[config.mk]
export PLATFORM = sky130hd
export DESIGN_NAME = bgcd_norm
export DESIGN_NICKNAME = d
export VERILOG_FILES = /design/src/hdl/bgcd_pkg.sv /design/src/hdl/bgcd_norm.sv
export SDC_FILE = /design/constraint.sdc
export NUM_CORES = 1
export LEC_CHECK = 0
export BUFFER_PORTS_ARGS = -buffer_cell sky130_fd_sc_hd__buf_4
export CAP_MARGIN = 20
export CORE_MARGIN = 2
export CORE_UTILIZATION = 59
export DETAILED_ROUTE_END_ITERATION = 8
export PLACE_DENSITY = 0.9
export SLEW_MARGIN = 30
export SYNTH_ARGS = -nofsm -noshare
export SYNTH_HDL_FRONTEND = slang
export SYNTH_SLANG_ARGS = --single-unit
export TNS_END_PERCENT = 10
[constraint.sdc]
create_clock -name clk -period 1.96 [get_ports clk]
set_input_delay 0 -clock clk [delete_from_list [all_inputs] [get_ports clk]]
set_output_delay 0 -clock clk [all_outputs]
set_load 0.02 [all_outputs]
[src/hdl/bgcd_pkg.sv]
// Shared widths, types and pipeline depths for the binary GCD pipeline.
`timescale 1ns / 1ps
`default_nettype none

package bgcd_pkg;

    // Operand and result width.
    localparam int DATA_WIDTH = 32;

    // Width of the common power-of-two count; also the number of
    // trailing-zero normalization stages (one per bit of the count).
    localparam int SHIFT_W = $clog2(DATA_WIDTH);
    localparam int NORM_STAGES = SHIFT_W;

    // Each reduction stage at least halves a*b while b is nonzero, and
    // a*b < 2^(2*DATA_WIDTH), so this many stages always drive b to zero.
    localparam int REDUCE_STAGES = 2 * DATA_WIDTH;

    typedef logic [DATA_WIDTH-1:0] data_t;
    typedef logic [DATA_WIDTH:0]   ext_t;
    typedef logic [SHIFT_W-1:0]    shift_t;

    // Working values carried down the pipeline with each item.
    typedef struct packed {
        data_t  a;
        data_t  b;
        shift_t common;
    } payload_t;

endpackage

`default_nettype wire

[src/hdl/bgcd_norm.sv]
// Trailing-zero normalization stages: strip the common power of two, make a odd.
`timescale 1ns / 1ps
`default_nettype none

module bgcd_norm (
    input  wire                logic            clk,
    input  wire                logic            rst_n,
    input  wire                logic            adv,
    input  wire                logic            in_valid,
    input  wire                bgcd_pkg::data_t operand_a,
    input  wire                bgcd_pkg::data_t operand_b,
    output logic                                out_valid,
    output bgcd_pkg::payload_t                  out_data
);

    logic               [bgcd_pkg::NORM_STAGES-1:0] valid_reg;
    logic               [bgcd_pkg::NORM_STAGES-1:0] valid_in;
    bgcd_pkg::payload_t                             data_reg  [bgcd_pkg::NORM_STAGES];
    bgcd_pkg::payload_t                             data_in   [bgcd_pkg::NORM_STAGES];
    bgcd_pkg::payload_t                             data_next [bgcd_pkg::NORM_STAGES];

    genvar j;
    generate
        for (j = 0; j < bgcd_pkg::NORM_STAGES; j++)
        begin : g_stage
            // Stage j tests bit K of the count, highest bit first.
            localparam int K    = bgcd_pkg::NORM_STAGES - 1 - j;
            localparam int SPAN = 1 << K;

            bgcd_pkg::data_t x;

            // Feed the first stage from the ports, the rest from the stage before.
            if (j == 0)
            begin : g_first
                assign valid_in[j]       = in_valid;
                assign data_in[j].a      = operand_a;
                assign data_in[j].b      = operand_b;
                assign data_in[j].common = '0;
            end
            else
            begin : g_chain
                assign valid_in[j] = valid_reg[j-1];
                assign data_in[j]  = data_reg[j-1];
            end

            assign x = data_in[j].a | data_in[j].b;

            // Shift out SPAN zeros when the low SPAN bits of a|b are clear;
            // in the last stage put the odd operand in a.
            always_comb
            begin
                data_next[j] = data_in[j];
                if (x[SPAN-1:0] == '0)
                begin
                    data_next[j].a         = data_in[j].a >> SPAN;
                    data_next[j].b         = data_in[j].b >> SPAN;
                    data_next[j].common[K] = 1'b1;
                end
                if (K == 0 && !data_next[j].a[0])
                begin
                    {data_next[j].a, data_next[j].b} = {data_next[j].b, data_next[j].a};
                end
            end

            // Advance the valid bit.
            always_ff @(posedge clk or negedge rst_n)
            begin
                if (!rst_n)
                begin
                    valid_reg[j] <= 1'b0;
                end
                else if (adv)
                begin
                    valid_reg[j] <= valid_in[j];
                end
            end

            // Advance the payload.
            always_ff @(posedge clk)
            begin
                if (adv)
                begin
                    data_reg[j] <= data_next[j];
                end
            end
        end
    endgenerate

    assign out_valid = valid_reg[bgcd_pkg::NORM_STAGES-1];
    assign out_data  = data_reg[bgcd_pkg::NORM_STAGES-1];

endmodule

`default_nettype wire

== Yosys cells after proc, flatten, opt, wreduce, memory -nomap -nowiden ==
Memory sizes are Yosys's and may differ from the RTL's.
Index checks and enable logic that the tools add are counted.
Cells by class
  bitwise logic cells: 5
  reductions and logical operators: 4
  muxes and demuxes: 12
Operators by type and width (count)
  $mux W64: 5
  $mux W65: 1
  $logic_not A16 Y1: 1
  $or A16 B16 Y16: 1
  $logic_not A8 Y1: 1
  $or A8 B8 Y8: 1
  $mux W1: 6
  $logic_not A4 Y1: 1
  $or A4 B4 Y4: 1
  $logic_not A2 Y1: 1
  $or A2 B2 Y2: 1
  $or A1 B1 Y1: 1
Word-level totals
  memories kept: 1
  register bits after elaboration: 5
  output and inout bits: 70
  input bits: 68
  RAM bits: 345
Memory list
  data_reg: words 5, width 69, read ports 5, clocked after Yosys merged registers in 0, wr ports 5, line bgcd_norm.sv:18  | bgcd_pkg::payload_t data_reg [bgcd_pkg::NORM_STAGES];

== Logic depth before layout (Yosys ltp) ==
An unclocked memory read counts as a cell.
  word-level depth: 4
  depth in mapped cells: 7
  mapped depth without buffers: 5

== Worst setup path after synthesis ==
No wires, ideal clock.
  kind: flip-flop to flip-flop
  from: memory data_reg[0][7] in the netlist's numbering
  to: memory data_reg[1][17] in the netlist's numbering, data pin
  setup time: 262 ps
  slack: 170 ps
  data arrival time: 1528 ps
  required time: 1698 ps
  clock period less this slack: 1790 ps
  cell stages (with the launch flop): 6
  cells stage by stage: edfxtp_1 nor4_1 nand4_1 nor2_4 buf_6 mux2_1
RTL lines (line)
  from (decl): bgcd_norm.sv:18

==> impl.org <==
** GRT
- The first global-routing pass estimated 46.58 mm of wire.
- Grt total ovfl :: 0
- Entering global routing, the biggest net connects 67 pins.
- Total routing resource utilization after global routing :: 0.2359
- Initial antenna violation count :: 2
- Via count of the first global-routing pass :: around 8400

** Power
- Leakage :: around 7.3 nW
- VDD IR-drop max :: roughly 0.00054 V
- In this run the power density over the cells is around 940 nW/um^2.
- Total power for the finished layout comes to around 17 mW.

** Synth
- After synthesis the cells add up to between 10000 and 15000 sq um.
- Post-synth top flop :: edfxtp_1
- For this run, the register share of the synthesized area comes to 0.7128.
- When the netlist entered floorplanning its net count stood at roughly 970.
- In this run, synthesis inferred between 300 and 400 flip-flops with an integrated enable.
- The cell count after synthesis came out at ~900.
- In the synthesized netlist the async set-or-reset flop fraction comes to 0.01471.
- Yosys warning total :: 0
- A synthesized cell averages 15.82 sq um.
- Flops & latches, synth :: 340
- Number of distinct library cells after synthesis :: 28

** Run
- The tool flagged a number of max-cap violations equal to 0.

** Placement
- The number of placed instances, taps included, is ~1300.
- Buffers placed on the I/O ports in this run total between 100 and 150.
- Worst slack at placement :: -0.03652 ns
- The congestion estimate from routability-driven global placement came to between 0.9 and 1.
- Detailed placement finished with a half-perimeter wire length of 18.11 mm.

** Floorplan
- Width of the chip :: approximately 160 microns
- Starting density of the core :: 0.6051
- DIE AREA :: 25480 sq um
- Top-level I/O count :: between 100 and 150
- The core region is between 20000 and 25000 sq um.
- Height of the die :: between 150 and 200 microns
- Site Rows :: between 50 and 60

** Route
- In this run, the number of DRC markers left after iteration 0 of detailed routing was 851.
- Number of iterations in the first detailed-routing pass :: 8
- Post-detailed-route count of antenna-violating nets :: 0
- In the final routed layout, each cell accounts on average for 21.50 microns.
- The final layout contains routed wiring with a total length of between 30 and 40 mm.
- In the routed layout, each cell is associated on average with a via count of ~5.7.
- Routed via count :: about 8600
- Number of DRC violations after detailed routing :: 0

** Clocking
- Maximum level of the CTS H-tree :: 2
- Clock Sink Count :: 340
- Root buf cell :: clkbuf_16
- After clock tree synthesis, the clock-pin slew on the worst setup and hold paths is 0.07 ns.
- The clock passes through at most 3 buffers.
- At the later pin of the worst-skew pair, clock insertion delay measures roughly 0.52 ns.
- Clock buffers created by TritonCTS :: 35
- Clock tree from TritonCTS :: yes

** Outcome
- Violated checks :: negative setup slack
- Result of the run :: finished, violations left

** Setup path
- Along the worst path, the maximum fanout reaches 7.
- Timing startpoint of the critical path :: data_reg[0][41]
- Type of the worst setup path :: reg2reg
- CP Launch Type :: flip-flop
- STA puts the critical path data arrival time at roughly 2.3 ns.
- At the worst endpoint, the required time is 2.21 ns.
- The worst register-to-register path begins at data_reg[0][41].
- STA classifies the critical path endpoint as a flip-flop.

** Timing
- The final-report max-slew violation count was 0.
- Final setup skew :: roughly 0.019 ns
- Portion of the clock cycle consumed by the worst path in the final layout :: 1.045
- Once routing completed, OpenROAD measured the worst setup slack at -0.08853 ns.
- Setup repair after global routing could not meet its margin everywhere.
- Headroom to the max-slew limit came out at 0.6159.
- Slew at the pin closest to its max-slew limit :: ~0.58 ns
- Count of endpoints failing setup in the final report :: 35
- Fin Setup TNS :: -1.300 ns
- For the finished layout, the period the worst path requires is around 2 ns.
- Based on the critical path, the design can be clocked at up to approximately 490 MHz.
- The number of hold violations in the final report was 0.

** Finish
- Non-filler instance count after layout :: roughly 1500
- Register cell area after layout :: roughly 10000 sq um
- Number of flip-flops under the largest register name :: around 340
- In the final layout, the share of cells above drive strength 1 is 0.2779.
- Post-route core utilization :: 0.7774
- Area taken by multi-input logic gates :: around 4000 sq um
- Final Net Count :: ~1200
- Number of filler cells placed in the layout :: between 1000 and 1500
- Most common cell after layout, fill and taps aside :: edfxtp_1
- The area growth from synthesis to layout is 28.47%.
- Most frequent cells in the layout :: 335 x edfxtp_1, 156 x buf_4, 149 x nand2_1

** Hold path
- In this run the most critical hold path is launched from operand_b[11].
- The tightest min-delay check is of the in2reg type.
worst max-delay path, stage by stage, from the launching register on:
cell and delay (ns):
edfxtp_1 0.42, nor4_2 0.30, nand4_1 0.22, nor2_4 0.19, buf_12 0.16, buf_6 0.13, mux2_1 0.37
routing by layer:
| metal | GRT usage | wire, microns |
|---|---|---|
| met1 | 0.2992 | 12080 |
| met2 | 0.4040 | 16640 |
| met3 | 0.03636 | 2297 |
| met4 | 0.1079 | 1492 |
| met5 | 0 | 0 |
kinds of logic after synthesis:
logic type / count (synthesis) / share of synthesized area
buffers and inverters: 49 / 0.01883
AO/OA/AOI/OAI: 70 / 0.03652
AND/OR/NAND/NOR: 234 / 0.07574
multiplexers: 210 / 0.1561
flip-flops: 340 / 0.7128
stage by stage:
step	area [sq um]	hold WS (ns)
after floorplan	14290	-0.2956
after global placement	15830	-0.1994
after detailed placement	15830	-0.1963
after CTS	17920	0.1985
after global routing	18360	0.04308
final	18360	0.02902
final timing paths:
| path | depth (start not counted) | slack [ns] | end |
|---|---|---|---|
| max in group asynchronous | 3 | 1.34 | out_valid |
| min | 3 | 0.03 | data_reg[0][16] |
| min reg2reg | 0 | 0.42 | data_reg[4][1] |
| max reg2reg | 6 | -0.09 | data_reg[1][47] |
| min in group asynchronous | 3 | 0.43 | valid_in[1] |
| max | 6 | -0.09 | data_reg[1][47] |
synth_stat cells, types with 2 or more instances:
| library cell | instances | area [sq um] |
|---|---|---|
| buf_2 | 26 | 130.1 |
| nor4_1 | 14 | 87.58 |
| inv_1 | 2 | 7.510 |
| nand4_1 | 3 | 18.77 |
| buf_4 | 4 | 30.03 |
| edfxtp_1 | 335 | 10060 |
| mux2i_1 | 116 | 1161 |
| a22o_1 | 2 | 17.52 |
| nor2_1 | 5 | 18.77 |
| clkbuf_1 | 11 | 41.29 |
| nand2_1 | 149 | 559.3 |
| dfrtp_1 | 5 | 125.1 |
| and2_1 | 8 | 50.05 |
| mux2_2 | 65 | 732.0 |
| nor2b_1 | 52 | 325.3 |
| buf_6 | 5 | 56.30 |
| o21ai_0 | 4 | 20.02 |
| a21o_1 | 60 | 450.4 |
| mux2_1 | 28 | 315.3 |
power breakdown:
part           switching (mW)  total, mW  internal (mW)
Combinational           0.844       1.68          0.835
Clock                    2.68       6.65           3.97
Sequential              0.320       8.98           8.66
Total                    3.85       17.3           13.5
cell type report:
type | instances | share of cell area
clock buffer | 41 | 0.05126
antenna | 2 | 0.0002726
sequential | 340 | 0.5548
clock inverter | 22 | 0.01131
inverter | 3 | 0.0006135
timing repair buffer | 271 | 0.1400
multi-input combinational | 514 | 0.2200
tap | 319 | 0.02174
what timing repair did:
action                                  CTS  global route
hold buffers                             91             0
endpoints found under the setup margin   32            58
cloned                                    0             7
gates resized for setup                   3            47
pin swaps                                 1             9
hold endpoints to repair                 97             0
setup buffers                             1            10
No activity file was read; power rests on OpenSTA's default activity.
