### src/hdl/bgcd_pkg.sv
// Shared widths, types and pipeline depths for the binary GCD pipeline.
`timescale 1ns / 1ps
`default_nettype none

package bgcd_pkg;

    // Operand and result width.
    localparam int DATA_WIDTH = 32;

    // Width of the common power-of-two count; also the number of
    // trailing-zero normalization stages (one per bit of the count).
    localparam int SHIFT_W = $clog2(DATA_WIDTH);
    localparam int NORM_STAGES = SHIFT_W;

    // Each reduction stage at least halves a*b while b is nonzero, and
    // a*b < 2^(2*DATA_WIDTH), so this many stages always drive b to zero.
    localparam int REDUCE_STAGES = 2 * DATA_WIDTH;

    typedef logic [DATA_WIDTH-1:0] data_t;
    typedef logic [DATA_WIDTH:0]   ext_t;
    typedef logic [SHIFT_W-1:0]    shift_t;

    // Working values carried down the pipeline with each item.
    typedef struct packed {
        data_t  a;
        data_t  b;
        shift_t common;
    } payload_t;

endpackage

`default_nettype wire

### src/hdl/bgcd_step.sv
// One reduction stage: halve an even b, or subtract, halve, and swap if a > b.
`timescale 1ns / 1ps
`default_nettype none

module bgcd_step (
    input  wire                logic               clk,
    input  wire                logic               rst_n,
    input  wire                logic               adv,
    input  wire                logic               in_valid,
    input  wire                bgcd_pkg::payload_t in_data,
    output logic                                   out_valid,
    output bgcd_pkg::payload_t                     out_data
);

    logic               valid_reg;
    bgcd_pkg::payload_t data_reg;
    bgcd_pkg::payload_t data_next;
    bgcd_pkg::ext_t     diff_ba;
    bgcd_pkg::data_t    diff_ab;
    logic               a_gt_b;

    // Both differences in parallel; the borrow of b-a tells a > b.
    assign diff_ba = {1'b0, in_data.b} - {1'b0, in_data.a};
    assign diff_ab = in_data.a - in_data.b;
    assign a_gt_b  = diff_ba[bgcd_pkg::DATA_WIDTH];

    // a stays odd; the difference of two odd values is even, so halve it.
    always_comb
    begin
        data_next = in_data;
        if (in_data.b != '0)
        begin
            if (!in_data.b[0])
            begin
                data_next.b = in_data.b >> 1;
            end
            else if (a_gt_b)
            begin
                data_next.a = in_data.b;
                data_next.b = diff_ab >> 1;
            end
            else
            begin
                data_next.b = diff_ba[bgcd_pkg::DATA_WIDTH-1:0] >> 1;
            end
        end
    end

    // Advance the valid bit.
    always_ff @(posedge clk or negedge rst_n)
    begin
        if (!rst_n)
        begin
            valid_reg <= 1'b0;
        end
        else if (adv)
        begin
            valid_reg <= in_valid;
        end
    end

    // Advance the payload.
    always_ff @(posedge clk)
    begin
        if (adv)
        begin
            data_reg <= data_next;
        end
    end

    assign out_valid = valid_reg;
    assign out_data  = data_reg;

endmodule

`default_nettype wire

### config.mk
export PLATFORM = sky130hd
export DESIGN_NAME = bgcd_step
export DESIGN_NICKNAME = d
export VERILOG_FILES = /design/src/hdl/bgcd_pkg.sv /design/src/hdl/bgcd_step.sv
export SDC_FILE = /design/constraint.sdc
export NUM_CORES = 1
export LEC_CHECK = 0
export ABC_AREA = 1
export BUFFER_PORTS_ARGS = -buffer_cell sky130_fd_sc_hd__buf_4
export CORE_AREA = 2 2 120 122
export CTS_CLUSTER_SIZE = 40
export DETAILED_ROUTE_END_ITERATION = 16
export DIE_AREA = 0 0 122 124
export PLACE_DENSITY_LB_ADDON = 0.08
export SYNTH_ARGS = -nofsm -noshare
export SYNTH_HDL_FRONTEND = slang
export SYNTH_SLANG_ARGS = --single-unit
### constraint.sdc
create_clock -name clk -period 1.3 [get_ports clk]
set_input_delay 0 -clock clk [delete_from_list [all_inputs] [get_ports clk]]
set_output_delay 0 -clock clk [all_outputs]
set_load 0.01 [all_outputs]
==> run summary, run 1 <==
The placer's final routability congestion estimate is 1.02. Ranked by total cell area, the synthesized netlist is headed by sky130_fd_sc_hd__edfxtp_1 26%, sky130_fd_sc_hd__nand2_1 26%, sky130_fd_sc_hd__inv_1 11%. TritonCTS created 9 clock buffers.

The tool reported: "[ERROR DPL-0038] Utilization greater than 100%, impossible to legalize". The cell sitting at the root of the clock tree is a sky130_fd_sc_hd__clkbuf_16. The maximum level of the CTS H-tree is 3. The deepest clock path buffer count came out at 2.

During synthesis, Yosys emitted a total of 0 warnings. The fraction of synthesized cell area taken by the top area cell type is 0.256. Entering global routing, the biggest net connects 34 pins. The y dimension of the die came out at 124 µm.

The distinct cell type count after synthesis came out at 38. When the global-route repair_timing finished, the worst setup path ended at out_data[49]$_DFFE_PP_/D. Row generation in the floorplan step produced 43 rows. In this run the tool buffered the top-level ports with 142 buffer cells. For this configuration, the core starts out at a cell density of 0.589. After the last repair the worst path ends at a register data pin. The synthesized instance count came out at 1280. The placement-stage cell area is 10900 µm². The synthesized area came out at 8080 µm².

The flow did not finish. Of the synthesized area, sequential elements account for 0.259. The clock drives 70 sinks.

The detailed placer's ending HPWL came out at 23300 µm. For this design the top-level I/O count stands at 143. The net count of the mapped netlist came out at 1416.

In this run, placement finished with an instance count of 1753. The floorplan step set the die width to 122 µm. The flow stopped in global routing. The cell type contributing the most total cell area after synthesis is sky130_fd_sc_hd__edfxtp_1.

The average instance area after synthesis came out at 6.31 µm². In this run, synthesis produced a sequential element count of 70.
through the flow:
stage | setup WS (ns) | hold WS [ns] | utilization | TNS [ns]
after CTS | -0.380 | 0.00554 | 0.920 | -18.91
after detailed placement | -0.832 | -0.224 | 0.798 | -47.30
after global placement | -0.761 | -0.225 | 0.798 | -43.22
after floorplan | -0.458 | -0.296 | - | -22.20
cell usage after synthesis:
cell type / n
sky130_fd_sc_hd__inv_1: 243
sky130_fd_sc_hd__nand2_8: 1
sky130_fd_sc_hd__buf_4: 13
sky130_fd_sc_hd__dfrtp_1: 1
sky130_fd_sc_hd__nand3b_1: 2
sky130_fd_sc_hd__nand2_1: 552
sky130_fd_sc_hd__o21ai_1: 17
sky130_fd_sc_hd__o21a_1: 1
sky130_fd_sc_hd__o21ai_0: 2
sky130_fd_sc_hd__conb_1: 1
sky130_fd_sc_hd__xor2_1: 30
sky130_fd_sc_hd__nand2_2: 30
sky130_fd_sc_hd__a21oi_2: 2
sky130_fd_sc_hd__nor2_8: 2
sky130_fd_sc_hd__a31oi_1: 12
sky130_fd_sc_hd__clkbuf_1: 5
sky130_fd_sc_hd__edfxtp_1: 69
sky130_fd_sc_hd__a21o_1: 4
sky130_fd_sc_hd__o21ai_2: 19
sky130_fd_sc_hd__nor2_4: 3
sky130_fd_sc_hd__inv_2: 11
sky130_fd_sc_hd__a21oi_4: 2
sky130_fd_sc_hd__xnor2_1: 2
sky130_fd_sc_hd__buf_2: 8
sky130_fd_sc_hd__nand2_4: 6
sky130_fd_sc_hd__nor2_2: 8
sky130_fd_sc_hd__nor2_1: 53
sky130_fd_sc_hd__fa_1: 2
sky130_fd_sc_hd__nand4_1: 10
sky130_fd_sc_hd__nor3_2: 1
sky130_fd_sc_hd__buf_6: 9
sky130_fd_sc_hd__o21bai_1: 3
sky130_fd_sc_hd__ha_1: 61
sky130_fd_sc_hd__clkbuf_2: 1
sky130_fd_sc_hd__a21oi_1: 37
sky130_fd_sc_hd__nor3_1: 3
sky130_fd_sc_hd__nand3_1: 53
sky130_fd_sc_hd__mux2_2: 1
cells by family after synthesis:
kind of cell | Yosys count | share of synthesized area
fa+ha+maj | 63 | 0.0994
buf+inv | 290 | 0.150
xor+xnor | 32 | 0.0347
compound gates | 99 | 0.0782
other cells | 1 | 0.000464
mux | 1 | 0.00139
flops | 70 | 0.259
simple gates | 724 | 0.376
repair_timing:
action | CTS
pin swaps | 49
setup buffers | 45
cloned | 4
hold endpoints to repair | 15
gates resized for setup | 200
setup endpoints to repair | 63
hold buffers | 16
==> run 2, diff against run 1 <==
Settings changed: CORE_AREA 2 2 120 122 to 2 2 146 148, CTS_CLUSTER_SIZE 40 to not set, DIE_AREA 0 0 122 124 to 0 0 148 150, PLACE_DENSITY_LB_ADDON 0.08 to 0.15.
==> run summary, run 2 <==
The area inside the core boundary is 20700 µm². The number of enable flip-flop cells after synthesis came out at 69 (unchanged). The average wire per cell in the routed design is 15.7 µm. Yosys attributes the largest share of cell area to sky130_fd_sc_hd__edfxtp_1 26%, sky130_fd_sc_hd__nand2_1 26%, sky130_fd_sc_hd__inv_1 11%. The count of final hold-check violations came out at 1. The total routing usage reported by global routing is 0.266. The clock tree from TritonCTS is built. Once layout is complete, the utilization of the core stands at 0.644. The async set-or-reset flop fraction in the synthesized netlist came out at 0.0143 (unchanged). The finished layout holds 1960 standard cells, fillers aside. The detailed-route DRC error count came out at 0. The number of diodes came out at 0.

The overall power of the completed layout is 11500 µW. The final cycle utilization of the critical path came out at 1.32. The number of iterations in the first detailed-routing pass is 5. The critical path data arrival time came out at 1.81 ns. The maximum level of the CTS H-tree came out at 3 (unchanged).

The number of buffers created by CTS came to 9 (unchanged). The run finished, with violations left. Data on the critical path is required at its endpoint by 1.40 ns. The deepest clock path buffer count is 2 (unchanged). The site row count came out at 53 (+23%). The critical path class is primary input to flip-flop. The overall overflow remaining after global route is 0. The final-report setup violation count came out at 63. The area added between synthesis and finish came out at 64.9%. The post-detailed-routing wire length came out at 30700 µm. The average instance area after synthesis is 6.31 µm² (unchanged). The distinct cell type count after synthesis came out at 38 (unchanged).

The y dimension of the die was 150 µm (+21%). The static leakage is 0.00722 µW. The wire length of the first global-routing pass came out at 45200 µm. The post-route worst hold slack came out at -0.00284 ns. The via count of the first global-routing pass was 8608. The fraction of layout instances using a drive strength above 1 came out at 0.450. On the critical path, the stage with the largest delay is an instance of sky130_fd_sc_hd__fa_2.

The starting density of the core came out at 0.391 (-0.198). The clock tree root buffer cell is sky130_fd_sc_hd__clkbuf_16. In the layout the commonest cells are 422 x sky130_fd_sc_hd__nand2_1, 374 x sky130_fd_sc_hd__buf_4, 216 x sky130_fd_sc_hd__inv_1, 118 x sky130_fd_sc_hd__nand2_2, 69 x sky130_fd_sc_hd__edfxtp_1.

The detailed placer's ending HPWL is 23100 µm (-0.52%). The commonest cells after synthesis are 552 x sky130_fd_sc_hd__nand2_1, 243 x sky130_fd_sc_hd__inv_1, 69 x sky130_fd_sc_hd__edfxtp_1, 61 x sky130_fd_sc_hd__ha_1. The most repeated library cell on the critical path is sky130_fd_sc_hd__nand2_2. Across all layers, the routed design uses 9166 vias. The placer's final routability congestion estimate is 0.960 (-5.6%).

The final-stage net count is 1816. The fill cell instance count of the final layout is 1953. The final count of pins violating max slew was 0.

For the pin with the worst max-slew slack, the measured transition is 0.631 ns. The total non-filler cell area in the finished layout is 13300 µm². The number of warnings printed during yosys synthesis is 0 (unchanged).

The clock slew seen by the registers of the worst setup and hold paths is 0.06 ns. Along the worst path, the maximum fanout reaches 7. The classification of the worst-slack hold path is primary input to flip-flop. The number of violations of the max-capacitance limit came out at 0. The net count of the mapped netlist is 1416 (unchanged). The floorplan die area is 22200 µm². The number of primary I/O pins came out at 143 (unchanged).

The setup slack of the critical path after layout came out at -0.415 ns. Traced cell by cell, the critical path runs through buf_12 > inv_16 > nand2_8 > inv_4 > fa_2 > inv_2 > nand3_2 > nand2_2 > nand2_2 > nand2_2 > nand2_2 > nand2_4 > nand2_4 > nand2_8 > nor2_8 > buf_12 > buf_6 > nand2_4 > o21ai_2. The peak supply drop came out at 0.565 mV.

STA classifies the critical path startpoint as a primary input. The number of clock sinks came to 70 (unchanged). For the final database, setup skew stands at 0 ns. STA classifies the critical path endpoint as a flip-flop. Setup repair after global routing could not meet its margin everywhere.

By instance count, the leading cell after synthesis is sky130_fd_sc_hd__nand2_1. Power spread over the standard cell area amounts to 861 nW/µm². The fraction of synthesized cell area taken by the top area cell type is 0.256 (unchanged). The number of placed instances with taps included is 1887 (+7.6%).

The synthesized instance count is 1280 (unchanged). The worst max-slew margin expressed relative to the limit came out at 0.580. The maximum clock rate came out at 583 MHz. The clock insertion delay at the later pin of the skew report came out at 0.36 ns. The cell type contributing the most total cell area after synthesis is sky130_fd_sc_hd__edfxtp_1. The register with the most flip-flops in the layout has 69 of them.

The clock period minus final worst setup slack came out at 1.71 ns. The die width is 148 µm (+21%). In the synthesized netlist the dominant register cell turns out to be sky130_fd_sc_hd__edfxtp_1.

The number of DRC markers after the initial detailed-route iteration came out at 494. Leaving out fill and tap cells, the most frequent cell in the layout is sky130_fd_sc_hd__nand2_1. The post-synthesis sequential element count is 70 (unchanged). The final reports fail on hold timing, setup timing.

The portion of the post-synthesis area used by sequential elements came to 0.259 (unchanged). The mean number of vias per cell came out at 4.68. The synthesized area was 8080 µm² (unchanged). The placement-stage cell area was 11300 µm² (+3.5%). The highest cell delay on the worst timing path came out at 0.40 ns. The initial antenna violation count is 0. The post-route antenna net violation count came out at 0. Entering global routing, the biggest net connects 48 pins. The worst setup timing slack at the placement stage came out at -0.834 ns (-0.00187 ns). The total of buffers placed on input and output ports is 142 (unchanged).
==> run 2: cell counts after synthesis <==
Identical to the previous run, type by type.
==> run 2: critical path, delay by kind of cell <==
kind                     cells  cell delay, ns
buffers and inverters        6            0.53
AO/OA/AOI/OAI                1            0.05
AND/OR/NAND/NOR             11            0.82
adder cells (fa/ha/maj)      1            0.40
==> run 2: what timing repair did <==
item                                   CTS  global route
pin swaps                               33            55
gates resized for setup                185           124
setup buffers                           24            14
gates cloned                             4             4
hold buffers                            13             0
setup endpoints to repair               63            63
endpoints found under the hold margin   14             0
==> run 2: cell families (layout without fill, tap and decap cells) <==
logic type                 after synthesis  in the layout  synth area share
and+or+nand+nor                        724            725             0.376
buffers and inverters                  290            694             0.150
AOI/OAI and AO/OA                       99             99            0.0782
DFF                                     70             70             0.259
adders and majority gates               63             63            0.0994
xor gates and xnor gates                32             32            0.0347
other                                    1              1          0.000464
muxes                                    1              1           0.00139
==> run 2: metrics by stage <==
step | setup TNS, ns | hold slack [ns]
floorplan | -22.20 | -0.296
global placement | -45.18 | -0.225
detailed placement | -45.93 | -0.220
CTS | -18.05 | 0.00605
global route | -24.79 | -0.00581
finish | -20.39 | -0.00284
==> run 2: metal layers <==
metal,vias up,part of all wire,wire length [µm],global-route usage
li1,4666,-,-,-
met1,4202,0.49,15000,0.384
met2,257,0.44,13400,0.418
met3,41,0.056,1720,0.0396
met4,0,0.018,541,0.0629
met5,-,0,0,0
==> run 2: worst paths after layout <==
check | startpoint | to | slack, ns | cells past startpoint
max in group asynchronous | rst_n | out_valid | 0.72 | 3
min reg2reg | out_valid | out_valid | 0.51 | 1
min in group asynchronous | rst_n | out_valid | 0.48 | 3
min | in_data[37] | out_data[37] | -0.003 | 3
max reg2reg | out_valid | out_valid | 0.56 | 1
max | in_data[5] | out_data[48] | -0.41 | 19
==> run 2: cell type report <==
| class | count | area (µm²) | area share |
|---|---|---|---|
| clock buffers | 10 | 229 | 0.0172 |
| clock inverters | 6 | 87.6 | 0.00657 |
| inverters | 254 | 1000 | 0.0753 |
| multi-input cells | 921 | 6050 | 0.454 |
| flip-flops and latches | 70 | 2100 | 0.157 |
| well taps | 275 | 344 | 0.0258 |
| repair buffers | 424 | 3510 | 0.264 |
==> run 2: power by group <==
part | switching [µW] | total (µW) | internal [µW]
Clock | 1120 | 2800 | 1680
Sequential | 74.4 | 2880 | 2810
Combinational | 3100 | 5790 | 2690
Note: power is estimated with default switching activity, not from simulation.
